**config.mk**
```make
export PLATFORM = sky130hd
export DESIGN_NAME = ready_bitmap_priority_scheduler
export DESIGN_NICKNAME = d
export VERILOG_FILES = /design/src/hw/rtl/rbps_pkg.sv /design/src/hw/rtl/ready_bitmap_priority_scheduler.sv /design/src/hw/rtl/rbps_ready_map.sv /design/src/hw/rtl/rbps_decode.sv
export SDC_FILE = /design/constraint.sdc
export NUM_CORES = 2
export LEC_CHECK = 0
export BUFFER_PORTS_ARGS = -buffer_cell sky130_fd_sc_hd__buf_2
export CAP_MARGIN = 0
export CORE_MARGIN = 1
export CORE_UTILIZATION = 35
export CTS_CLUSTER_DIAMETER = 100
export CTS_CLUSTER_SIZE = 30
export DETAILED_ROUTE_END_ITERATION = 12
export MAX_ROUTING_LAYER = met4
export PLACE_DENSITY = 0.45
export SLEW_MARGIN = 20
export SYNTH_ARGS = -nofsm -noshare
export SYNTH_HDL_FRONTEND = slang
export SYNTH_SLANG_ARGS = --single-unit
```
**constraint.sdc**
```tcl
create_clock -name clock -period 17.4 [get_ports clock]
set_input_delay 0 -clock clock [delete_from_list [all_inputs] [get_ports clock]]
set_output_delay 0 -clock clock [all_outputs]
set_load 0.02 [all_outputs]
```
**src/hw/rtl/rbps_pkg.sv**
```systemverilog
`timescale 1ns / 1ps
// Shared constants, codes, types and helper functions for the ready-bitmap scheduler.
// Depends on nothing; every other file of the block imports it.
package rbps_pkg;

   // Geometry of the two-level ready map.
   localparam int ROW_WIDTH = 16;
   localparam int ROW_IDX_W = $clog2(ROW_WIDTH);
   localparam int NUM_SLOTS = ROW_WIDTH * ROW_WIDTH;
   localparam int SLOT_W    = $clog2(NUM_SLOTS);

   // Fixed field widths.
   localparam int PRIO_W   = 8;
   localparam int OP_W     = 3;
   localparam int STATUS_W = 2;

   typedef logic [OP_W-1:0]     op_type;
   typedef logic [STATUS_W-1:0] status_type;
   typedef logic [PRIO_W-1:0]   prio_type;
   typedef logic [SLOT_W-1:0]   slot_type;
   typedef logic [ROW_IDX_W-1:0] row_idx_type;
   typedef logic [ROW_WIDTH-1:0] row_bits_type;

   // Operation codes.
   localparam op_type OP_CREATE = 3'd0;
   localparam op_type OP_RESUME = 3'd1;
   localparam op_type OP_PEND   = 3'd2;
   localparam op_type OP_DELETE = 3'd3;
   localparam op_type OP_CHECK  = 3'd4;

   // Status codes.
   localparam status_type ST_OK    = 2'd0;
   localparam status_type ST_TAKEN = 2'd1;
   localparam status_type ST_NONE  = 2'd2;

   // Update request from the decoder to the ready map.
   typedef struct packed {
      logic set_ready;
      logic clr_ready;
      logic set_used;
      logic clr_used;
   } map_ctrl_type;

   // Index of the lowest set bit of a row-wide vector, zero when none is set.
   function automatic row_idx_type lowest_set(input row_bits_type bits);
      row_idx_type idx;
      idx = '0;
      for (int i = ROW_WIDTH - 1; i >= 0; i--) begin
         if (bits[i]) begin
            idx = row_idx_type'(i);
         end
      end
      return idx;
   endfunction

endpackage

```
**src/hw/rtl/ready_bitmap_priority_scheduler.sv**
```systemverilog
`timescale 1ns / 1ps
// Top level of the two-level ready-bitmap priority scheduler: handshakes,
// input and result registers. Depends on rbps_pkg, rbps_decode and rbps_ready_map.
//
//   Channel  Direction  Handshake              Payload
//   req      in         req_valid / req_stall  operation, target_prio, target_self,
//                                              current_prio
//   rsp      out        rsp_valid / rsp_stall  status, reschedule, highest_prio,
//                                              any_ready
//   csr      in         csr_wr_en              os_running (csr_wr_data)
//
// An accepted item is held in the input register; the decoder and ready map then
// work on it combinationally and the result register captures the answer as the
// item advances, which a held rsp_stall can delay; one item per cycle is
// sustained while rsp_stall is low.
// That rate is set by the single path from the input register through the map
// update and two-level priority encode into the result register.
// Reset clears the slot flags, the ready bitmap, os_running and both valid flags.
// When rsp_stall holds a result, the input register keeps one more item; with
// both full, req_stall rises.
module ready_bitmap_priority_scheduler (
   input  logic                 clock,
   input  logic                 reset,
   input  logic                 req_valid,
   output logic                 req_stall,
   input  rbps_pkg::op_type     req_operation,
   input  rbps_pkg::prio_type   req_target_prio,
   input  logic                 req_target_self,
   input  rbps_pkg::prio_type   req_current_prio,
   output logic                 rsp_valid,
   input  logic                 rsp_stall,
   output rbps_pkg::status_type rsp_status,
   output logic                 rsp_reschedule,
   output rbps_pkg::prio_type   rsp_highest_prio,
   output logic                 rsp_any_ready,
   input  logic                 csr_wr_en,
   input  logic                 csr_wr_data
);
   import rbps_pkg::*;

   // Configuration register.
   logic os_running_ff;

   // Input register. The target slot is resolved from target_self on the way in.
   logic     s1_valid_ff;
   logic     s1_valid_in;
   op_type   s1_op_ff;
   prio_type s1_prio_ff;
   prio_type s1_cur_ff;

   // Result register.
   logic       rsp_valid_ff;
   logic       rsp_valid_in;
   status_type rsp_status_ff;
   logic       rsp_resched_ff;
   prio_type   rsp_high_ff;
   logic       rsp_any_ff;

   logic         req_accept;
   logic         advance;
   slot_type     slot;
   map_ctrl_type ctrl;
   map_ctrl_type ctrl_gated;
   logic         slot_used;
   prio_type     highest_prio;
   logic         any_ready;
   status_type   status;
   logic         reschedule;

   // The item in the input register moves on whenever the result register is
   // free or is being emptied this cycle.
   assign advance    = s1_valid_ff && (!rsp_valid_ff || !rsp_stall);
   assign req_stall  = s1_valid_ff && !advance;
   assign req_accept = req_valid && !req_stall;

   always_comb begin
      if (req_accept) begin
         s1_valid_in = 1'b1;
      end else if (advance) begin
         s1_valid_in = 1'b0;
      end else begin
         s1_valid_in = s1_valid_ff;
      end
   end

   always_comb begin
      if (advance) begin
         rsp_valid_in = 1'b1;
      end else if (!rsp_stall) begin
         rsp_valid_in = 1'b0;
      end else begin
         rsp_valid_in = rsp_valid_ff;
      end
   end

   rbps_decode u_decode (
      .operation    (s1_op_ff),
      .prio         (s1_prio_ff),
      .current_prio (s1_cur_ff),
      .os_running   (os_running_ff),
      .slot_used    (slot_used),
      .highest_prio (highest_prio),
      .any_ready    (any_ready),
      .slot         (slot),
      .ctrl         (ctrl),
      .status       (status),
      .reschedule   (reschedule)
   );

   // Only an item that actually leaves the input register may change the map.
   assign ctrl_gated = s1_valid_ff ? ctrl : '0;

   rbps_ready_map u_ready_map (
      .clock        (clock),
      .reset        (reset),
      .commit       (advance),
      .slot         (slot),
      .ctrl         (ctrl_gated),
      .slot_used    (slot_used),
      .highest_prio (highest_prio),
      .any_ready    (any_ready)
   );

   always_ff @(posedge clock) begin
      if (reset) begin
         os_running_ff <= 1'b0;
         s1_valid_ff   <= 1'b0;
         rsp_valid_ff  <= 1'b0;
      end else begin
         if (csr_wr_en) begin
            os_running_ff <= csr_wr_data;
         end
         s1_valid_ff  <= s1_valid_in;
         rsp_valid_ff <= rsp_valid_in;
      end
   end

   // Payload registers carry no reset.
   always_ff @(posedge clock) begin
      if (req_accept) begin
         s1_op_ff   <= req_operation;
         s1_prio_ff <= req_target_self ? req_current_prio : req_target_prio;
         s1_cur_ff  <= req_current_prio;
      end
      if (advance) begin
         rsp_status_ff  <= status;
         rsp_resched_ff <= reschedule;
         rsp_high_ff    <= highest_prio;
         rsp_any_ff     <= any_ready;
      end
   end

   assign rsp_valid        = rsp_valid_ff;
   assign rsp_status       = rsp_status_ff;
   assign rsp_reschedule   = rsp_resched_ff;
   assign rsp_highest_prio = rsp_high_ff;
   assign rsp_any_ready    = rsp_any_ff;

endmodule

```
**src/hw/rtl/rbps_ready_map.sv**
```systemverilog
`timescale 1ns / 1ps
// Slot-used flags and ready bitmap, their update, and the two-level priority encode.
// Depends on rbps_pkg.
module rbps_ready_map (
   input  logic                  clock,
   input  logic                  reset,
   input  logic                  commit,
   input  rbps_pkg::slot_type     slot,
   input  rbps_pkg::map_ctrl_type ctrl,
   output logic                  slot_used,
   output rbps_pkg::prio_type     highest_prio,
   output logic                  any_ready
);
   import rbps_pkg::*;

   logic [NUM_SLOTS-1:0] used_ff;
   logic [NUM_SLOTS-1:0] used_in;
   logic [NUM_SLOTS-1:0] ready_ff;
   logic [NUM_SLOTS-1:0] ready_in;
   row_bits_type         groups;
   row_bits_type         hi_row_bits;
   row_idx_type          hi_row;
   row_idx_type          hi_col;

   assign slot_used = used_ff[slot];

   always_comb begin
      used_in  = used_ff;
      ready_in = ready_ff;
      if (ctrl.set_used) begin
         used_in[slot] = 1'b1;
      end
      if (ctrl.clr_used) begin
         used_in[slot] = 1'b0;
      end
      if (ctrl.set_ready) begin
         ready_in[slot] = 1'b1;
      end
      if (ctrl.clr_ready) begin
         ready_in[slot] = 1'b0;
      end
   end

   // The group map is the OR of each row of the updated bitmap.
   always_comb begin
      for (int r = 0; r < ROW_WIDTH; r++) begin
         groups[r] = |ready_in[r*ROW_WIDTH +: ROW_WIDTH];
      end
   end

   assign any_ready   = |groups;
   assign hi_row      = lowest_set(groups);
   assign hi_row_bits = ready_in[int'(hi_row)*ROW_WIDTH +: ROW_WIDTH];
   assign hi_col      = lowest_set(hi_row_bits);

   always_comb begin
      if (any_ready) begin
         highest_prio = PRIO_W'(int'(hi_row) * ROW_WIDTH + int'(hi_col));
      end else begin
         highest_prio = '0;
      end
   end

   always_ff @(posedge clock) begin
      if (reset) begin
         used_ff  <= '0;
         ready_ff <= '0;
      end else if (commit) begin
         used_ff  <= used_in;
         ready_ff <= ready_in;
      end
   end

endmodule

```
**src/hw/rtl/rbps_decode.sv**
```systemverilog
`timescale 1ns / 1ps
// Operation decode: status, reschedule request and the update sent to the ready map.
// Depends on rbps_pkg.
module rbps_decode (
   input  rbps_pkg::op_type       operation,
   input  rbps_pkg::prio_type     prio,
   input  rbps_pkg::prio_type     current_prio,
   input  logic                  os_running,
   input  logic                  slot_used,
   input  rbps_pkg::prio_type     highest_prio,
   input  logic                  any_ready,
   output rbps_pkg::slot_type     slot,
   output rbps_pkg::map_ctrl_type ctrl,
   output rbps_pkg::status_type   status,
   output logic                  reschedule
);
   import rbps_pkg::*;

   logic in_range;
   logic exists;

   assign slot     = prio[SLOT_W-1:0];
   assign in_range = {1'b0, prio} < (PRIO_W + 1)'(NUM_SLOTS);
   assign exists   = in_range && slot_used;

   always_comb begin
      ctrl       = '0;
      status     = ST_OK;
      reschedule = 1'b0;
      unique case (operation)
         OP_CREATE: begin
            if (exists || !in_range) begin
               status = ST_TAKEN;
            end else begin
               ctrl.set_used  = 1'b1;
               ctrl.set_ready = 1'b1;
               reschedule     = os_running && (current_prio > prio);
            end
         end
         OP_RESUME: begin
            if (!exists) begin
               status = ST_NONE;
            end else begin
               ctrl.set_ready = 1'b1;
               reschedule     = prio < current_prio;
            end
         end
         OP_PEND: begin
            if (!exists) begin
               status = ST_NONE;
            end else begin
               ctrl.clr_ready = 1'b1;
               reschedule     = prio == current_prio;
            end
         end
         OP_DELETE: begin
            if (!exists) begin
               status = ST_NONE;
            end else begin
               ctrl.clr_ready = 1'b1;
               ctrl.clr_used  = 1'b1;
               reschedule     = prio == current_prio;
            end
         end
         OP_CHECK: begin
            reschedule = os_running && any_ready && (highest_prio != current_prio);
         end
         default: begin
         end
      endcase
   end

endmodule
```
==> summary.md <==
| Metric | Value |
|---|---|
| Top Metal Used | `met4` |
| Fmax | `89.15 MHz` |
| Number of global-route vias before repair | `32,060` |
| Crit Path Category | `reg2reg` |
| Post-route insts no fill | `5,528` |
| CP endpoint kind | `register` |
| Most common cell after layout, fill and taps aside | `a21oi_1` |
| Slew Limit Fails | `0` |
| Synth Area in Compound Gates | `34.54%` |
| Synth Instances | `4,423` |
| Post-Place Setup Slack | `6588 ps` |
| Die area | `95,520 um^2` |
| Root buf cell | `clkbuf_16` |
| Pwr Total | `2.714 mW` |
| Startpoint types | `register` |
| DR WL met2 | `77.75 mm` |
| Maximum vdd drop | `0.00008592 V` |
| Detailed Route WL | `177.2 mm` |
| Routed met3 length | `14.17 mm` |
| Register area share after synthesis | `34.06%` |
| Synth Warn # | `0` |
| Min Tclk post-route | `11,220 ps` |
| Synth async-reset ratio | `0%` |
| Area contributors post-synth | `dfxtp_1 (31%), a21oi_1 (15%), a211oi_1 (9.1%), nor2_1 (5.8%), nand2_1 (5.3%)` |
| CP max-delay cell | `buf_4` |
| Logic pwr share | `17.8%` |
| Port bufs | `39` |
| Area of the core | `93,330 um^2` |
| DRT Pass-1 Iters | `6` |
| Top delay family on crit path | `buffers and inverters` |
| H-tree Lvls | `1` |
| Run status | `finished clean` |
| Met1 wire length | `76.05 mm` |
| Die Ht | `309.1 um` |
| Top cell type's share of synthesized area | `31.24%` |
| Clk slew on worst S/H paths | `100 ps` |
| Post-placement cell count | `5,422` |
| Die width | `309.1 um` |
| Post-CTS setup buffer count | `0` |
| Clock latency on the worst-skew pair | `720 ps` |
| Commonest non-fill, non-tap cells in the layout | `a21oi_1 (996), dfxtp_1 (515), nor2_1 (502)` |
| Syn_nets | `4,457` |
| Pleak | `11.23 nW` |
| Resize count post-CTS | `0` |
| Final hold vios | `0` |
| Switching share of power | `35.18%` |
| HPWL Detailed | `118.0 mm` |
| Total GRT Usage | `37.06%` |
| First-pass GRT wire length | `249.7 mm` |
| CP peak stage delay | `810 ps` |
| Mapped cell area | `33,000 um^2` |
| Final hold slack | `15.86 ps` |
| DR vias | `35,560` |
| Final worst slack | `6183 ps` |
| Clock network fraction of design power | `35.1%` |
| Sequential share of power | `47.1%` |
| Net total in the final layout | `4,277` |
| CP bufs+invs | `7` |
| Pwr/cell area | `75.79 nW/um^2` |
| Max clock buf depth | `3` |
| Cell mode on critical path | `buf_4` |
| DRC Markers | `0` |
| Layout area overhead | `8.523%` |
| Worst-path maximum fanout | `75` |
| Post-synth top area cell | `dfxtp_1` |
| Antenna Nets Post-Route | `0` |
| Initial core utilization | `35.36%` |
| Post-synthesis mux area share | `8.584%` |
| Data required, critical path | `17,800 ps` |
| Overflow after GRT | `0` |
| P_int | `1.760 mW` |
| Synth Area in Adders | `0.3033%` |
| Gpl congestion | `1.081` |
| Syn_area_per_cell | `7.461 um^2` |
| Switch Pwr | `954.9 uW` |
| Layout cells sized above 1 | `8.224%` |
| Largest net degree at the start of global routing | `134` |
| XOR/XNOR Fraction of Synth Area | `0.2654%` |
| Avg WL per Cell | `32.06 um` |
| Routed vias/inst | `6.433` |
| Initial antenna violation count | `5` |
| I/O pin count | `40` |
| Slew headroom | `17.45%` |
| Distinct cells, synth | `93` |
| CTS tree | `built` |
| Hold crit path type | `in2reg` |
| TNS Setup | `0 ps` |
| Final Cycle Share | `64.47%` |
| Max cap viols | `0` |
| Ys flop type | `dfxtp_1` |
| RSZ-0062 raised after global routing | `false` |
| Worst Tran Pin Value | `1229 ps` |
| Number of synthesized flops with an enable pin | `31` |
| Clock skew | `56.26 ps` |
| CTS sink cnt | `546` |
| Cts bufs inserted | `31` |
| Rows | `112` |
| Post-Synth Simple-Gate Area | `16.63%` |
| Synthesized flop and latch total | `546` |
| Largest family of logic cells by synthesized area | `compound AO/OA/AOI/OAI gates` |
| Initial DRC Count | `4,784` |
| Endpoints failing setup | `0` |
| CP Data Arrival Time | `11,620 ps` |
[logic make-up (layout without fill, tap and decap cells)]
kind of cell / count (synthesis) / in the layout
fa+ha+maj: 8 / 8
compound gates: 1895 / 1895
flops: 546 / 546
simple gates: 1279 / 1279
mux: 235 / 235
other cells: 0 / 6
xor+xnor: 10 / 10
buf+inv: 450 / 295
[power by group through the flow]
| stage | clock (mW) | combinational (mW) | sequential, mW |
|---|---|---|---|
| floorplan | 0 | 0.272 | 1.31 |
| global placement | 0 | 0.460 | 1.31 |
| detailed placement | 0 | 0.457 | 1.31 |
| CTS | 0.967 | 0.467 | 1.28 |
| global route | 1.01 | 0.491 | 1.28 |
| finish | 0.952 | 0.484 | 1.28 |
[worst paths after layout]
kind / start / end / slack, ps / cells past startpoint
max: s1_prio_ff[1] / rsp_reschedule / 6180 / 28
min: req_current_prio[4] / s1_cur_ff[4] / 20 / 2
min reg2reg: u_ready_map.ready_ff[232] / u_ready_map.ready_ff[232] / 470 / 2
max reg2reg: s1_prio_ff[1] / rsp_reschedule / 6180 / 28
[per-stage QoR]
stage	util, %	area [um^2]
after global placement	36.63	34190
final	38.37	35810
after global routing	38.37	35810
after detailed placement	36.65	34200
after floorplan	-	33000
after CTS	38.35	35790
[Yosys cell counts, drive strengths merged, types with 34 or more instances]
cell type	instances
a21oi	1000
dfxtp	515
nor2	510
nand2	468
a211oi	401
clkbuf	300
o21ai	182
mux2i	166
buf	120
nor3	91
o22ai	51
a22oi	41
nand3	39
a31oi	37
mux4	35
nor4	35
mux2	34
[cell type report]
cell class,count,area [um^2]
Multi-Input combinational cell,3427,20090
Tap cell,1254,1569
Sequential cell,546,11240
Timing Repair Buffer,207,1612
Clock inverter,27,390.4
Inverter,30,117.6
Antenna cell,6,15.01
Clock buffer,31,775.7
Fill cell,9903,57520
[worst reg2reg max path, delay by kind of cell, from the launching register on]
kind	cells	cell delay, ps
buffers and inverters	7	4310
AOI/OAI and AO/OA	12	3290
and+or+nand+nor	5	1590
muxes	4	1370
DFF	1	390
[what timing repair did]
action,CTS,global route
endpoints found under the setup margin,0,0
endpoints found under the hold margin,178,0
hold buffers,42,0
[layer usage]
layer  vias to the layer above  track usage (%)
met1                     17300            49.51
li1                      16060                -
met2                      1833            55.56
met3                       371            5.344
met5                         -                -
met4                         0            15.82
Power figures use the tool's default switching activity.
